--- config.mk ---
export PLATFORM = sky130hd
export DESIGN_NAME = hog_orientation_histogram_9bin_unit_flat
export DESIGN_NICKNAME = d
export VERILOG_FILES = /design/src/rtl/ohist_pkg.sv /design/src/rtl/ohist_if.sv /design/src/rtl/ohist_front.sv /design/src/rtl/ohist_queue.sv /design/src/rtl/ohist_back.sv /design/src/rtl/hog_orientation_histogram_9bin_unit.sv /design/src/flat_wrapper.sv
export SDC_FILE = /design/constraint.sdc
export NUM_CORES = 2
export LEC_CHECK = 0
export BUFFER_PORTS_ARGS = -buffer_cell sky130_fd_sc_hd__buf_2
export CAP_MARGIN = 20
export CORE_ASPECT_RATIO = 1.5
export CORE_MARGIN = 3
export CORE_UTILIZATION = 31
export DETAILED_ROUTE_END_ITERATION = 7
export PLACE_DENSITY_LB_ADDON = 0.12
export SYNTH_ARGS = -nofsm -noshare
export SYNTH_HDL_FRONTEND = slang
export SYNTH_SLANG_ARGS = --single-unit
--- constraint.sdc ---
create_clock -name clk_i -period 11.4 [get_ports clk_i]
set_input_delay 2.28 -clock clk_i [delete_from_list [all_inputs] [get_ports clk_i]]
set_output_delay 2.28 -clock clk_i [all_outputs]
set_load 0.03 [all_outputs]
--- src/rtl/ohist_pkg.sv ---
// Shared constants and types of the orientation histogram unit.
package ohist_pkg;

  localparam int unsigned NumBins    = 9;
  localparam int unsigned MagW       = 16;
  localparam int unsigned AngW       = 16;
  localparam int unsigned SumW       = 22;
  localparam int unsigned FracW      = 12;
  localparam int unsigned BinW       = 4;
  localparam int unsigned FoldW      = 15;
  localparam int unsigned QuoW       = 16;
  localparam int unsigned QueueDepth = 4;

  // Pi in Q3.13 radians.
  localparam int unsigned AnglePi    = 25736;
  // Nine bins in Q.12, and half a bin.
  localparam int unsigned BinSpan    = 36864;
  localparam int unsigned HalfBin    = 2048;
  // floor(BinSpan * 2^RecipShift / AnglePi).
  localparam int unsigned RecipM     = 93873;
  localparam int unsigned RecipShift = 16;

  localparam logic [SumW-1:0] SumMax = {SumW{1'b1}};
  localparam logic [BinW-1:0] LastBin = BinW'(NumBins - 1);

  typedef logic [BinW-1:0] bin_idx_t;
  typedef logic [SumW-1:0] sum_t;
  typedef sum_t [NumBins-1:0] hist_t;

  typedef struct packed {
    bin_idx_t        lo_bin;
    logic [MagW-1:0] lo_part;
    logic [MagW-1:0] hi_part;
    logic            cell_end;
  } vote_t;

  typedef struct packed {
    logic pop;
    logic emit;
  } back_stat_t;

endpackage

--- src/rtl/ohist_if.sv ---
// Stream interfaces for pixel words and histogram words.
interface ohist_in_if;
  logic                                valid;
  logic                                ready;
  logic [ohist_pkg::MagW-1:0]          magnitude;
  logic signed [ohist_pkg::AngW-1:0]   orientation;
  logic                                cell_end;

  modport source (output valid, magnitude, orientation, cell_end, input ready);
  modport sink (input valid, magnitude, orientation, cell_end, output ready);
endinterface

interface ohist_out_if;
  logic                       valid;
  logic                       ready;
  logic [ohist_pkg::SumW-1:0] bin_0;
  logic [ohist_pkg::SumW-1:0] bin_1;
  logic [ohist_pkg::SumW-1:0] bin_2;
  logic [ohist_pkg::SumW-1:0] bin_3;
  logic [ohist_pkg::SumW-1:0] bin_4;
  logic [ohist_pkg::SumW-1:0] bin_5;
  logic [ohist_pkg::SumW-1:0] bin_6;
  logic [ohist_pkg::SumW-1:0] bin_7;
  logic [ohist_pkg::SumW-1:0] bin_8;

  modport source (output valid, bin_0, bin_1, bin_2, bin_3, bin_4, bin_5, bin_6, bin_7,
                  bin_8, input ready);
  modport sink (input valid, bin_0, bin_1, bin_2, bin_3, bin_4, bin_5, bin_6, bin_7,
                bin_8, output ready);
endinterface

--- src/rtl/ohist_front.sv ---
// Front pipeline: folds the angle, finds the bin pair and splits the magnitude.
module ohist_front (
  input  logic              clk_i,
  input  logic              rst_ni,
  ohist_in_if.sink          pix_i,
  output logic              vote_valid_o,
  input  logic              vote_ready_i,
  output ohist_pkg::vote_t  vote_o
);

  logic signed [ohist_pkg::AngW:0] ang_ext;
  logic signed [ohist_pkg::AngW:0] ang_add;
  logic [ohist_pkg::FoldW-1:0]     ang_fold;

  logic en1, en2, en3, en4;
  logic v1_q, v2_q, v3_q, v4_q;

  logic [ohist_pkg::FoldW-1:0] ang1_q, ang2_q;
  logic [ohist_pkg::MagW-1:0]  mag1_q, mag2_q, mag3_q;
  logic                        end1_q, end2_q, end3_q;
  logic [ohist_pkg::QuoW-1:0]  quo2_q;
  ohist_pkg::bin_idx_t         bin3_q;
  logic [ohist_pkg::FracW-1:0] frac3_q;
  ohist_pkg::vote_t            vote4_q;

  logic [31:0]                 recip_prod;
  logic [30:0]                 num_scaled;
  logic [30:0]                 quo_scaled;
  logic [30:0]                 rem;
  logic [16:0]                 quo_fix;
  logic [16:0]                 shifted;
  logic [16:0]                 wrapped;
  logic [27:0]                 split_prod;
  logic [ohist_pkg::MagW-1:0]  hi_part;

  // Fold negative angles by pi, then clamp to 0..pi.
  always_comb begin
    ang_ext = {pix_i.orientation[ohist_pkg::AngW-1], pix_i.orientation};
    ang_add = ang_ext;
    if (ang_ext < 0) begin
      ang_add = ang_ext + (ohist_pkg::AngW+1)'(ohist_pkg::AnglePi);
    end
    if (ang_add < 0) begin
      ang_fold = '0;
    end else if (ang_add > (ohist_pkg::AngW+1)'(ohist_pkg::AnglePi)) begin
      ang_fold = ohist_pkg::FoldW'(ohist_pkg::AnglePi);
    end else begin
      ang_fold = ang_add[ohist_pkg::FoldW-1:0];
    end
  end

  assign en4 = !v4_q || vote_ready_i;
  assign en3 = !v3_q || en4;
  assign en2 = !v2_q || en3;
  assign en1 = !v1_q || en2;
  assign pix_i.ready = en1;

  always_ff @(posedge clk_i or negedge rst_ni) begin
    if (!rst_ni) begin
      v1_q <= 1'b0;
      v2_q <= 1'b0;
      v3_q <= 1'b0;
      v4_q <= 1'b0;
    end else begin
      if (en1) v1_q <= pix_i.valid;
      if (en2) v2_q <= v1_q;
      if (en3) v3_q <= v2_q;
      if (en4) v4_q <= v3_q;
    end
  end

  // The reciprocal estimate is at most one below the true quotient.
  always_comb begin
    recip_prod = 32'(ang1_q) * 32'(ohist_pkg::RecipM);
    num_scaled = 31'(ang2_q) * 31'(ohist_pkg::BinSpan);
    quo_scaled = 31'(quo2_q) * 31'(ohist_pkg::AnglePi);
    rem        = num_scaled - quo_scaled;
    quo_fix    = 17'(quo2_q) + 17'(rem >= 31'(ohist_pkg::AnglePi));
    shifted    = quo_fix + 17'(ohist_pkg::BinSpan - ohist_pkg::HalfBin);
    if (shifted >= 17'(ohist_pkg::BinSpan)) begin
      wrapped = shifted - 17'(ohist_pkg::BinSpan);
    end else begin
      wrapped = shifted;
    end
    split_prod = 28'(mag3_q) * 28'(frac3_q);
    hi_part    = split_prod[ohist_pkg::FracW +: ohist_pkg::MagW];
  end

  always_ff @(posedge clk_i) begin
    if (en1) begin
      ang1_q <= ang_fold;
      mag1_q <= pix_i.magnitude;
      end1_q <= pix_i.cell_end;
    end
    if (en2) begin
      ang2_q <= ang1_q;
      quo2_q <= recip_prod[ohist_pkg::RecipShift +: ohist_pkg::QuoW];
      mag2_q <= mag1_q;
      end2_q <= end1_q;
    end
    if (en3) begin
      bin3_q  <= wrapped[ohist_pkg::FracW +: ohist_pkg::BinW];
      frac3_q <= wrapped[ohist_pkg::FracW-1:0];
      mag3_q  <= mag2_q;
      end3_q  <= end2_q;
    end
    if (en4) begin
      vote4_q.lo_bin   <= bin3_q;
      vote4_q.hi_part  <= hi_part;
      vote4_q.lo_part  <= mag3_q - hi_part;
      vote4_q.cell_end <= end3_q;
    end
  end

  assign vote_valid_o = v4_q;
  assign vote_o       = vote4_q;

endmodule

--- src/rtl/ohist_queue.sv ---
// Small FIFO of votes between the front pipeline and the accumulators.
module ohist_queue (
  input  logic                                  clk_i,
  input  logic                                  rst_ni,
  input  logic                                  push_valid_i,
  output logic                                  push_ready_o,
  input  ohist_pkg::vote_t                      push_data_i,
  output logic                                  pop_valid_o,
  input  logic                                  pop_ready_i,
  output ohist_pkg::vote_t                      pop_data_o,
  output logic [$clog2(ohist_pkg::QueueDepth):0] count_o
);

  localparam int unsigned PtrW = $clog2(ohist_pkg::QueueDepth);

  ohist_pkg::vote_t entries_q [ohist_pkg::QueueDepth];
  logic [PtrW-1:0]  wr_ptr_q, rd_ptr_q;
  logic [PtrW:0]    count_q;
  logic             push, pop;

  assign push_ready_o = count_q != (PtrW+1)'(ohist_pkg::QueueDepth);
  assign pop_valid_o  = count_q != '0;
  assign push         = push_valid_i && push_ready_o;
  assign pop          = pop_valid_o && pop_ready_i;
  assign pop_data_o   = entries_q[rd_ptr_q];
  assign count_o      = count_q;

  always_ff @(posedge clk_i or negedge rst_ni) begin
    if (!rst_ni) begin
      wr_ptr_q <= '0;
      rd_ptr_q <= '0;
      count_q  <= '0;
    end else begin
      if (push) wr_ptr_q <= wr_ptr_q + 1'b1;
      if (pop) rd_ptr_q <= rd_ptr_q + 1'b1;
      if (push && !pop) begin
        count_q <= count_q + 1'b1;
      end else if (pop && !push) begin
        count_q <= count_q - 1'b1;
      end
    end
  end

  always_ff @(posedge clk_i) begin
    if (push) entries_q[wr_ptr_q] <= push_data_i;
  end

endmodule

--- src/rtl/ohist_back.sv ---
// Back end: saturating bin accumulators, cell pixel count and result register.
module ohist_back #(
  parameter int unsigned MAX_CELL_PIXELS = 64
) (
  input  logic                  clk_i,
  input  logic                  rst_ni,
  input  logic                  pop_valid_i,
  output logic                  pop_ready_o,
  input  ohist_pkg::vote_t      pop_data_i,
  ohist_out_if.source           hist_o,
  output ohist_pkg::back_stat_t stat_o
);

  localparam int unsigned CntW = $clog2(MAX_CELL_PIXELS + 1);

  ohist_pkg::hist_t    sums_q, sums_next, bins_q;
  logic [CntW-1:0]     cnt_q, cnt_inc;
  logic                out_v_q;
  ohist_pkg::bin_idx_t hi_bin;
  logic                last_eff, can_emit, pop, emit;
  logic [ohist_pkg::MagW-1:0] part;
  logic [ohist_pkg::SumW:0]   total;

  always_comb begin
    if (pop_data_i.lo_bin == ohist_pkg::LastBin) begin
      hi_bin = '0;
    end else begin
      hi_bin = pop_data_i.lo_bin + 1'b1;
    end
    part  = '0;
    total = '0;
    for (int k = 0; k < ohist_pkg::NumBins; k++) begin
      if (pop_data_i.lo_bin == ohist_pkg::BinW'(k)) begin
        part = pop_data_i.lo_part;
      end else if (hi_bin == ohist_pkg::BinW'(k)) begin
        part = pop_data_i.hi_part;
      end else begin
        part = '0;
      end
      total = {1'b0, sums_q[k]} + (ohist_pkg::SumW+1)'(part);
      sums_next[k] = total[ohist_pkg::SumW] ? ohist_pkg::SumMax
                                            : total[ohist_pkg::SumW-1:0];
    end
  end

  assign cnt_inc     = cnt_q + 1'b1;
  assign last_eff    = pop_data_i.cell_end || (cnt_inc >= CntW'(MAX_CELL_PIXELS));
  assign can_emit    = !out_v_q || hist_o.ready;
  assign pop_ready_o = !last_eff || can_emit;
  assign pop         = pop_valid_i && pop_ready_o;
  assign emit        = pop && last_eff;
  assign stat_o.pop  = pop;
  assign stat_o.emit = emit;

  always_ff @(posedge clk_i or negedge rst_ni) begin
    if (!rst_ni) begin
      sums_q  <= '0;
      cnt_q   <= '0;
      out_v_q <= 1'b0;
    end else begin
      if (emit) begin
        sums_q <= '0;
        cnt_q  <= '0;
      end else if (pop) begin
        sums_q <= sums_next;
        cnt_q  <= cnt_inc;
      end
      if (emit) begin
        out_v_q <= 1'b1;
      end else if (hist_o.ready) begin
        out_v_q <= 1'b0;
      end
    end
  end

  always_ff @(posedge clk_i) begin
    if (emit) bins_q <= sums_next;
  end

  assign hist_o.valid = out_v_q;
  assign hist_o.bin_0 = bins_q[0];
  assign hist_o.bin_1 = bins_q[1];
  assign hist_o.bin_2 = bins_q[2];
  assign hist_o.bin_3 = bins_q[3];
  assign hist_o.bin_4 = bins_q[4];
  assign hist_o.bin_5 = bins_q[5];
  assign hist_o.bin_6 = bins_q[6];
  assign hist_o.bin_7 = bins_q[7];
  assign hist_o.bin_8 = bins_q[8];

endmodule

--- src/rtl/hog_orientation_histogram_9bin_unit.sv ---
// Top level of the nine-bin orientation histogram unit.
//
// Channel   Direction  Word
// pix_i     in         magnitude (Q8.8), orientation (Q3.13 rad), cell_end
// hist_o    out        bin_0 .. bin_8 (Q14.8 sums), one word per cell
//
// One pixel word is accepted per cycle while the vote queue has room; the
// four-stage front pipeline and the accumulator update both run at that rate.
// A cell's sums are registered when its last vote leaves the queue.
// Reset clears the accumulators and the pixel count at once; no clearing pass.
// While a result waits, pixels keep flowing until the queue fills or the next
// cell end or the pixel limit reaches the accumulators.
module hog_orientation_histogram_9bin_unit #(
  parameter int unsigned MAX_CELL_PIXELS = 64
) (
  input  logic         clk_i,
  input  logic         rst_ni,
  ohist_in_if.sink     pix_i,
  ohist_out_if.source  hist_o
);

  logic                                   vote_valid, vote_ready;
  ohist_pkg::vote_t                       vote_data;
  logic                                   q_valid, q_ready;
  ohist_pkg::vote_t                       q_data;
  logic [$clog2(ohist_pkg::QueueDepth):0] q_count;
  ohist_pkg::back_stat_t                  back_stat;

  ohist_front u_front (
    .clk_i        (clk_i),
    .rst_ni       (rst_ni),
    .pix_i        (pix_i),
    .vote_valid_o (vote_valid),
    .vote_ready_i (vote_ready),
    .vote_o       (vote_data)
  );

  ohist_queue u_queue (
    .clk_i        (clk_i),
    .rst_ni       (rst_ni),
    .push_valid_i (vote_valid),
    .push_ready_o (vote_ready),
    .push_data_i  (vote_data),
    .pop_valid_o  (q_valid),
    .pop_ready_i  (q_ready),
    .pop_data_o   (q_data),
    .count_o      (q_count)
  );

  ohist_back #(
    .MAX_CELL_PIXELS (MAX_CELL_PIXELS)
  ) u_back (
    .clk_i       (clk_i),
    .rst_ni      (rst_ni),
    .pop_valid_i (q_valid),
    .pop_ready_o (q_ready),
    .pop_data_i  (q_data),
    .hist_o      (hist_o),
    .stat_o      (back_stat)
  );

  a_queue_bound: assert property (@(posedge clk_i) disable iff (!rst_ni)
    q_count <= ($clog2(ohist_pkg::QueueDepth)+1)'(ohist_pkg::QueueDepth))
    else $error("vote queue count exceeds its depth");

  a_full_no_push: assert property (@(posedge clk_i) disable iff (!rst_ni)
    (q_count == ($clog2(ohist_pkg::QueueDepth)+1)'(ohist_pkg::QueueDepth)) |-> !vote_ready)
    else $error("vote queue accepts a word while full");

  a_pop_has_data: assert property (@(posedge clk_i) disable iff (!rst_ni)
    back_stat.pop |-> q_valid)
    else $error("accumulators take a vote from an empty queue");

  a_emit_shows: assert property (@(posedge clk_i) disable iff (!rst_ni)
    back_stat.emit |=> hist_o.valid)
    else $error("cell end did not load the result register");

endmodule
--- src/flat_wrapper.sv ---
// flat-port wrapper written by rule: the top's interface ports become plain ports
module hog_orientation_histogram_9bin_unit_flat 
#(
  parameter int unsigned MAX_CELL_PIXELS = 64
)
  (clk_i, rst_ni, pix_i_valid, pix_i_magnitude, pix_i_orientation, pix_i_cell_end, pix_i_ready, hist_o_valid, hist_o_bin_0, hist_o_bin_1, hist_o_bin_2, hist_o_bin_3, hist_o_bin_4, hist_o_bin_5, hist_o_bin_6, hist_o_bin_7, hist_o_bin_8, hist_o_ready);
  ohist_in_if pix_i_i ();
  ohist_out_if hist_o_i ();
  input  logic clk_i;
  input  logic rst_ni;
  input wire logic [$bits(pix_i_i.valid)-1:0] pix_i_valid;
  input wire logic [$bits(pix_i_i.magnitude)-1:0] pix_i_magnitude;
  input wire logic [$bits(pix_i_i.orientation)-1:0] pix_i_orientation;
  input wire logic [$bits(pix_i_i.cell_end)-1:0] pix_i_cell_end;
  output wire logic [$bits(pix_i_i.ready)-1:0] pix_i_ready;
  output wire logic [$bits(hist_o_i.valid)-1:0] hist_o_valid;
  output wire logic [$bits(hist_o_i.bin_0)-1:0] hist_o_bin_0;
  output wire logic [$bits(hist_o_i.bin_1)-1:0] hist_o_bin_1;
  output wire logic [$bits(hist_o_i.bin_2)-1:0] hist_o_bin_2;
  output wire logic [$bits(hist_o_i.bin_3)-1:0] hist_o_bin_3;
  output wire logic [$bits(hist_o_i.bin_4)-1:0] hist_o_bin_4;
  output wire logic [$bits(hist_o_i.bin_5)-1:0] hist_o_bin_5;
  output wire logic [$bits(hist_o_i.bin_6)-1:0] hist_o_bin_6;
  output wire logic [$bits(hist_o_i.bin_7)-1:0] hist_o_bin_7;
  output wire logic [$bits(hist_o_i.bin_8)-1:0] hist_o_bin_8;
  input wire logic [$bits(hist_o_i.ready)-1:0] hist_o_ready;
  assign pix_i_i.valid = pix_i_valid;
  assign pix_i_i.magnitude = pix_i_magnitude;
  assign pix_i_i.orientation = pix_i_orientation;
  assign pix_i_i.cell_end = pix_i_cell_end;
  assign pix_i_ready = pix_i_i.ready;
  assign hist_o_valid = hist_o_i.valid;
  assign hist_o_bin_0 = hist_o_i.bin_0;
  assign hist_o_bin_1 = hist_o_i.bin_1;
  assign hist_o_bin_2 = hist_o_i.bin_2;
  assign hist_o_bin_3 = hist_o_i.bin_3;
  assign hist_o_bin_4 = hist_o_i.bin_4;
  assign hist_o_bin_5 = hist_o_i.bin_5;
  assign hist_o_bin_6 = hist_o_i.bin_6;
  assign hist_o_bin_7 = hist_o_i.bin_7;
  assign hist_o_bin_8 = hist_o_i.bin_8;
  assign hist_o_i.ready = hist_o_ready;
  hog_orientation_histogram_9bin_unit #(.MAX_CELL_PIXELS(MAX_CELL_PIXELS)) u_core (.clk_i(clk_i), .rst_ni(rst_ni), .pix_i(pix_i_i), .hist_o(hist_o_i));
endmodule
Yosys cells after proc, flatten, opt, wreduce, memory -nomap -nowiden
Memory sizes are Yosys's and may differ from the RTL's.
Cells that the tools add are included.
- bits in registers: 565
- memories: 1
- bits of input ports: 37
- RAM bits: 148
- word-level logic and storage cells: 160
- multipliers: 4
- reductions and logical operators: 27
- mux-type cells: 41
- $add $sub $neg: 21
- eq/ne operators: 17
- order comparisons: 6
- memory list (name ; words ; width ; rd ports ; clocked after Yosys merged registers in ; write ports ; line ; text):
    u_core.u_queue.entries_q ; 4 ; 37 ; 1 ; 0 ; 1 ; ohist_queue.sv:16 ; ohist_pkg::vote_t entries_q [ohist_pkg::QueueDepth];
- operator list (kind ; count):
    2-to-1 mux 198 bit ; 2
    2-to-1 mux 16 bit ; 19
    adder 22 x 16 -> 23 bit ; 9
    2-to-1 mux 22 bit ; 9
    equality test 4 x 3 -> 1 bit, second input constant ; 8
    multiplier 15 x 17 -> 32 bit, second input constant ; 1
    >= comparator 31 x 15 -> 1 bit, second input constant ; 1
    subtractor 31 bit ; 1
    multiplier 16 x 12 -> 28 bit ; 1
    multiplier 16 x 12 -> 28 bit, second input constant ; 1
    multiplier 15 x 4 -> 19 bit, second input constant ; 1
    adder 16 x 1 -> 17 bit ; 1
    adder 16 x 16 -> 17 bit, second input constant ; 1
    adder 17 x 16 -> 17 bit, second input constant ; 1
    >= comparator 17 x 16 -> 1 bit, second input constant ; 1
    > comparator 17 x 15 -> 1 bit, second input constant ; 1
    < comparator 17 x 1 -> 1 bit, second input constant ; 1
    2-to-1 mux 17 bit ; 1
    equality test 4 x 2 -> 1 bit, second input constant ; 4
    < comparator 16 x 1 -> 1 bit, second input constant ; 1
    subtractor 16 bit ; 1
    subtractor 16 bit, second input constant ; 1
    2-to-1 mux 15 bit ; 1
    2-to-1 mux 7 bit ; 2
    other kinds (19) ; 46

Logic depth before layout (Yosys ltp)
An unclocked memory read counts as a cell.
- word-level depth: 10
- depth in mapped cells: 44
- mapped depth without buffers: 44

By module
Synthesis repeated with hierarchy kept, for this count alone.
- cell total of the unflattened synthesis: 4583
- area total of the unflattened synthesis: 50753.7 sq um
- modules (own cells, without submodules) (module ; cells an instance ; times used ; area each (sq um)):
    ohist_back ; 2354 ; 1 ; 24577.3
    ohist_front ; 2001 ; 1 ; 20435.8
    ohist_queue ; 228 ; 1 ; 5740.5

Worst setup path before layout
Ideal clock, no wire load.
- path type: register to register
- start: register u_core.u_front.quo2_q[2] (netlist name)
- end: register u_core.u_front.bin3_q[2], data pin
- clock period less this slack: 9.085 ns
- stages on the path, launching flop included: 44
- path slack: 2.315 ns
- arrival: 8.822 ns
- buffers on the path: 0
- cells stage by stage: edfxtp_1 inv_1 ha_1 inv_1 fa_1 inv_1 fa_1 fa_1 ha_1 ha_1 a21o_1 nor2_1 a21oi_1 o31a_1 o41ai_1 o21ai_1 o41ai_2 nor3_1 [8 not listed] or4_4 nor4b_2 nand4_1 ha_1 ha_1 nand4_1 nor2_1 a21oi_1 xnor2_1 ha_1 nand2_1 nor4_1 nand4bb_1 or3_1 a21oi_1 a211o_1 nand2_1 xnor2_1
- word-level cells in the longest chain between the ends: 7
- ends and longest elaborated chain (item ; line ; text):
    from (decl) ; ohist_front.sv:21 ; logic [ohist_pkg::QuoW-1:0] quo2_q;
    from (signal assigned) ; ohist_front.sv:97 ; quo2_q <= recip_prod[ohist_pkg::RecipShift +: ohist_pkg::QuoW];
    multiplier 16 x 12 -> 28 bit ; ohist_front.sv:76 ; quo_scaled = 31'(quo2_q) * 31'(ohist_pkg::AnglePi);
    subtractor 31 bit ; ohist_front.sv:77 ; rem = num_scaled - quo_scaled;
    >= comparator 31 x 15 -> 1 bit ; ohist_front.sv:78 ; quo_fix = 17'(quo2_q) + 17'(rem >= 31'(ohist_pkg::AnglePi));
    adder 16 x 1 -> 17 bit (*) ; ohist_front.sv:78 ;
    adder 17 x 16 -> 17 bit (*) ; ohist_front.sv:79 ; shifted = quo_fix + 17'(ohist_pkg::BinSpan - ohist_pkg::HalfBin);
    subtractor 16 bit or >= comparator 17 x 16 -> 1 bit (tied branches) ; ohist_front.sv:81, ohist_front.sv:80 ;
    2-to-1 mux 16 bit (*) ; ohist_front.sv:80 ; if (shifted >= 17'(ohist_pkg::BinSpan)) begin
    via u_core.u_front.wrapped[14] ; ohist_front.sv:32 ; logic [16:0] wrapped;
    to (signal assigned) ; ohist_front.sv:102 ; bin3_q <= wrapped[ohist_pkg::FracW +: ohist_pkg::BinW];
    to (decl) ; ohist_front.sv:22 ; ohist_pkg::bin_idx_t bin3_q;
The timed path passes the listed nets; every way through them passes the cells marked *.
A chain may end at the register's enable or synchronous reset.

Worst setup path in the final report
Ends and elaborated chain as after synthesis.

==> results.json <==
{
  "cts_num_sinks": 713,
  "yosysSeqAreaShare_pct": 40.8,
  "dp_hpwl_um": 105000,
  "cts_buffers": 78,
  "yosysMostFrequentCell": "edfxtp_1",
  "post-route-period-util_pct": 92.3,
  "dpl_cell_area_um2": 53300,
  "fin_nets": 5422,
  "path_class": "flop to flop",
  "slowest_stage": "edfxtp_1",
  "min_path_cells": 0,
  "grt_max_degree": 123,
  "yosysWarningCount": 0,
  "setup_viol": 0,
  "whs_ps": 410,
  "ys_top_cells_by_count": "edfxtp_1 (496), ha_1 (479), inv_1 (463)",
  "start_util_pct": 31.3,
  "fmax_mhz": 95.0,
  "worst_path_largest_cell_delay_ps": 540,
  "dpl_worst_slack_ps": 749,
  "root_buffer": "clkbuf_16",
  "cts_resized": 0,
  "grt_antenna_before_repair": 4,
  "path_max_fanout": 8,
  "cts_buffer_depth": 3,
  "detail_route.wl_per_cell_um": 21.2,
  "grt_pass1_vias": 35900,
  "die_h_um": 497,
  "track_usage_pct": 17.2,
  "drc": 0,
  "slew-limit-headroom_pct": 31.8,
  "dr_total_vias": 34200,
  "hold_violations": 0,
  "crit-reg2reg-launch": "u_core.u_front.quo2_q[2]$_DFFE_PP_",
  "routabilityCongestion": 0.825,
  "layout-drive-gt1-share_pct": 11.1,
  "seq_area_um2": 20300,
  "start_kind": "flop",
  "timing.final.max_slew_violations": 0,
  "clock_latency_ps": 690,
  "final.setup.tns_ps": 0,
  "critPathCapture": "u_core.u_front.bin3_q[2]$_DFFE_PP_",
  "hold_path.startpoint": "u_core.u_front.bin3_q[3]$_DFFE_PP_",
  "ys_top_cells_by_area": "edfxtp_1 (30%), ha_1 (12%), fa_1 (11%)",
  "fp.coreArea_um2": 159000,
  "port_buffers": 236,
  "cp.arrival_ps": 10920,
  "avgSynthCellArea_um2": 11.3,
  "post_drt_via_cell_ratio": 5.05,
  "rrSetupSlack_ps": 870,
  "synthFlopType": "edfxtp_1",
  "synthCells": 4428,
  "rr_worst_depth": 43,
  "syn2layout_area_growth_pct": 12.1,
  "drt-total-wl_um": 144000,
  "worst_clock_skew_ps": 46.7,
  "outcome": "complete, no violations",
  "worst_slack_ps": 874,
  "grt_pass1_wl_um": 220000,
  "required_ps": 11800,
  "drv_cap": 0,
  "cts_tree": "done",
  "yosysTopAreaCell": "edfxtp_1",
  "final_area_um2": 55900,
  "h-tree-depth": 3,
  "die_x_um": 333,
  "synth_cell_types": 109,
  "num_rows": 179,
  "min-delay-path-class": "flop to flop",
  "synth_top_area_share_pct": 29.9,
  "synthArstFlopShare_pct": 30.4,
  "n_fill_cell": 16000,
  "reg2reg_to": "u_core.u_front.bin3_q[2]$_DFFE_PP_",
  "die_area_um2": 166000,
  "ys_ff_latch": 713,
  "pin_count": 237,
  "grt_overflow": 0,
  "worst_slew_pin_slew_ps": 1020,
  "multi_input_area_um2": 27200,
  "rsz0062_at_grt": "no",
  "crit_top_cell": "ha_1",
  "critPathLaunch": "u_core.u_front.quo2_q[2]$_DFFE_PP_",
  "synth-edff-count": 496,
  "first_iter_violations": 1659,
  "drtAntennaViolNets": 0,
  "dr.pass1.iters": 5,
  "clk_pin_slew_worst_paths_ps": 60,
  "min_period_ps": 10530,
  "end_kind": "flop",
  "cts.hold.buffers_added": 0,
  "synth_nets": 5217,
  "post_cts_buffers": 0,
  "synth_area_um2": 49800
}
==> cell usage in the layout (no fill, tap or decap), types with 37 or more instances in the layout <==
cell type,netlist,final
clkbuf_16,0,80
inv_1,463,463
nor3_1,94,94
fa_1,273,273
dfrtp_1,217,216
buf_2,40,235
a21oi_1,193,193
nor2_1,192,191
o21ai_1,43,43
o21ai_0,103,103
o21a_1,58,58
nand2_1,365,365
nand3_1,56,55
mux4_2,37,37
a22o_1,313,313
xnor2_1,136,136
a21o_1,66,66
xor2_1,107,107
nand2b_1,66,66
edfxtp_1,496,496
and3_1,56,56
and2_1,88,84
ha_1,479,479
==> kinds of logic after synthesis <==
family                   synth area share, %
buffers and inverters                   4.76
multiplexers                            2.02
AND/OR/NAND/NOR                         10.7
adder cells (fa/ha/maj)                 23.0
AO/OA/AOI/OAI                           14.4
flip-flops                              40.8
XOR/XNOR                                4.35
==> critical path: cells and delay by family (launching register included) <==
| family | cells | cell delay [ps] |
|---|---|---|
| simple gates | 13 | 2590 |
| compound gates | 15 | 3320 |
| flops | 1 | 540 |
| xor+xnor | 2 | 250 |
| buf+inv | 4 | 330 |
| fa+ha+maj | 9 | 3200 |
==> sequential cells by signal (all words and copies together) (netlist names), 12 cells and up <==
register	cells
u_core.u_front.quo2_q	16
u_core.u_back.hist_o.bin_3	22
u_core.u_back.hist_o.bin_5	22
u_core.u_back.hist_o.bin_8	22
u_core.u_front.ang1_q	15
u_core.u_queue.entries_q	148
u_core.u_back.hist_o.bin_1	22
u_core.u_front.mag3_q	16
u_core.u_back.hist_o.bin_7	22
u_core.u_back.sums_q	198
u_core.u_back.hist_o.bin_2	22
u_core.u_front.mag1_q	16
u_core.u_back.hist_o.bin_4	22
u_core.u_back.hist_o.bin_6	22
u_core.u_back.hist_o.bin_0	22
u_core.u_front.vote_o	37
u_core.u_front.mag2_q	16
u_core.u_front.frac3_q	12
u_core.u_front.ang2_q	15
==> through the flow <==
stage	cells	util [%]
after floorplan	4428	-
after global placement	6634	33.5
after detailed placement	6634	33.5
after CTS	6776	35.1
after global routing	6777	35.1
final	6777	35.1
==> routing by layer <==
metal	up-vias	track usage, %	share of wire [%]
li1	16200	-	-
met1	17100	20.5	41
met2	679	31.9	52
met3	179	2.15	3.5
met4	2	5.56	3.1
met5	-	0	0.0049
==> layout make-up <==
class | instances | share of cell area [%]
multi-input combinational | 3108 | 48.6
sequential | 713 | 36.4
tap | 2081 | 4.66
clock buffer | 104 | 3.90
inverter | 465 | 3.13
timing repair buffer | 267 | 2.59
clock inverter | 38 | 0.723
antenna | 1 | 0.00448
==> worst min-delay path by stage <==
stage / endpoint
6_report: u_core.u_front.vote_o[36]$_DFFE_PP_
5_1_grt: u_core.u_front.mag3_q[15]$_DFFE_PP_
4_1_cts: u_core.u_front.vote_o[36]$_DFFE_PP_
3_5_place_dp: u_core.u_front.mag3_q[7]$_DFFE_PP_
3_3_place_gp: u_core.u_front.vote_o[36]$_DFFE_PP_
2_1_floorplan: u_core.u_front.end2_q$_DFFE_PP_
Power is left out: the tool's default activity adds up to more than one toggle a clock period on the data nets, which glitch-free logic cannot reach.
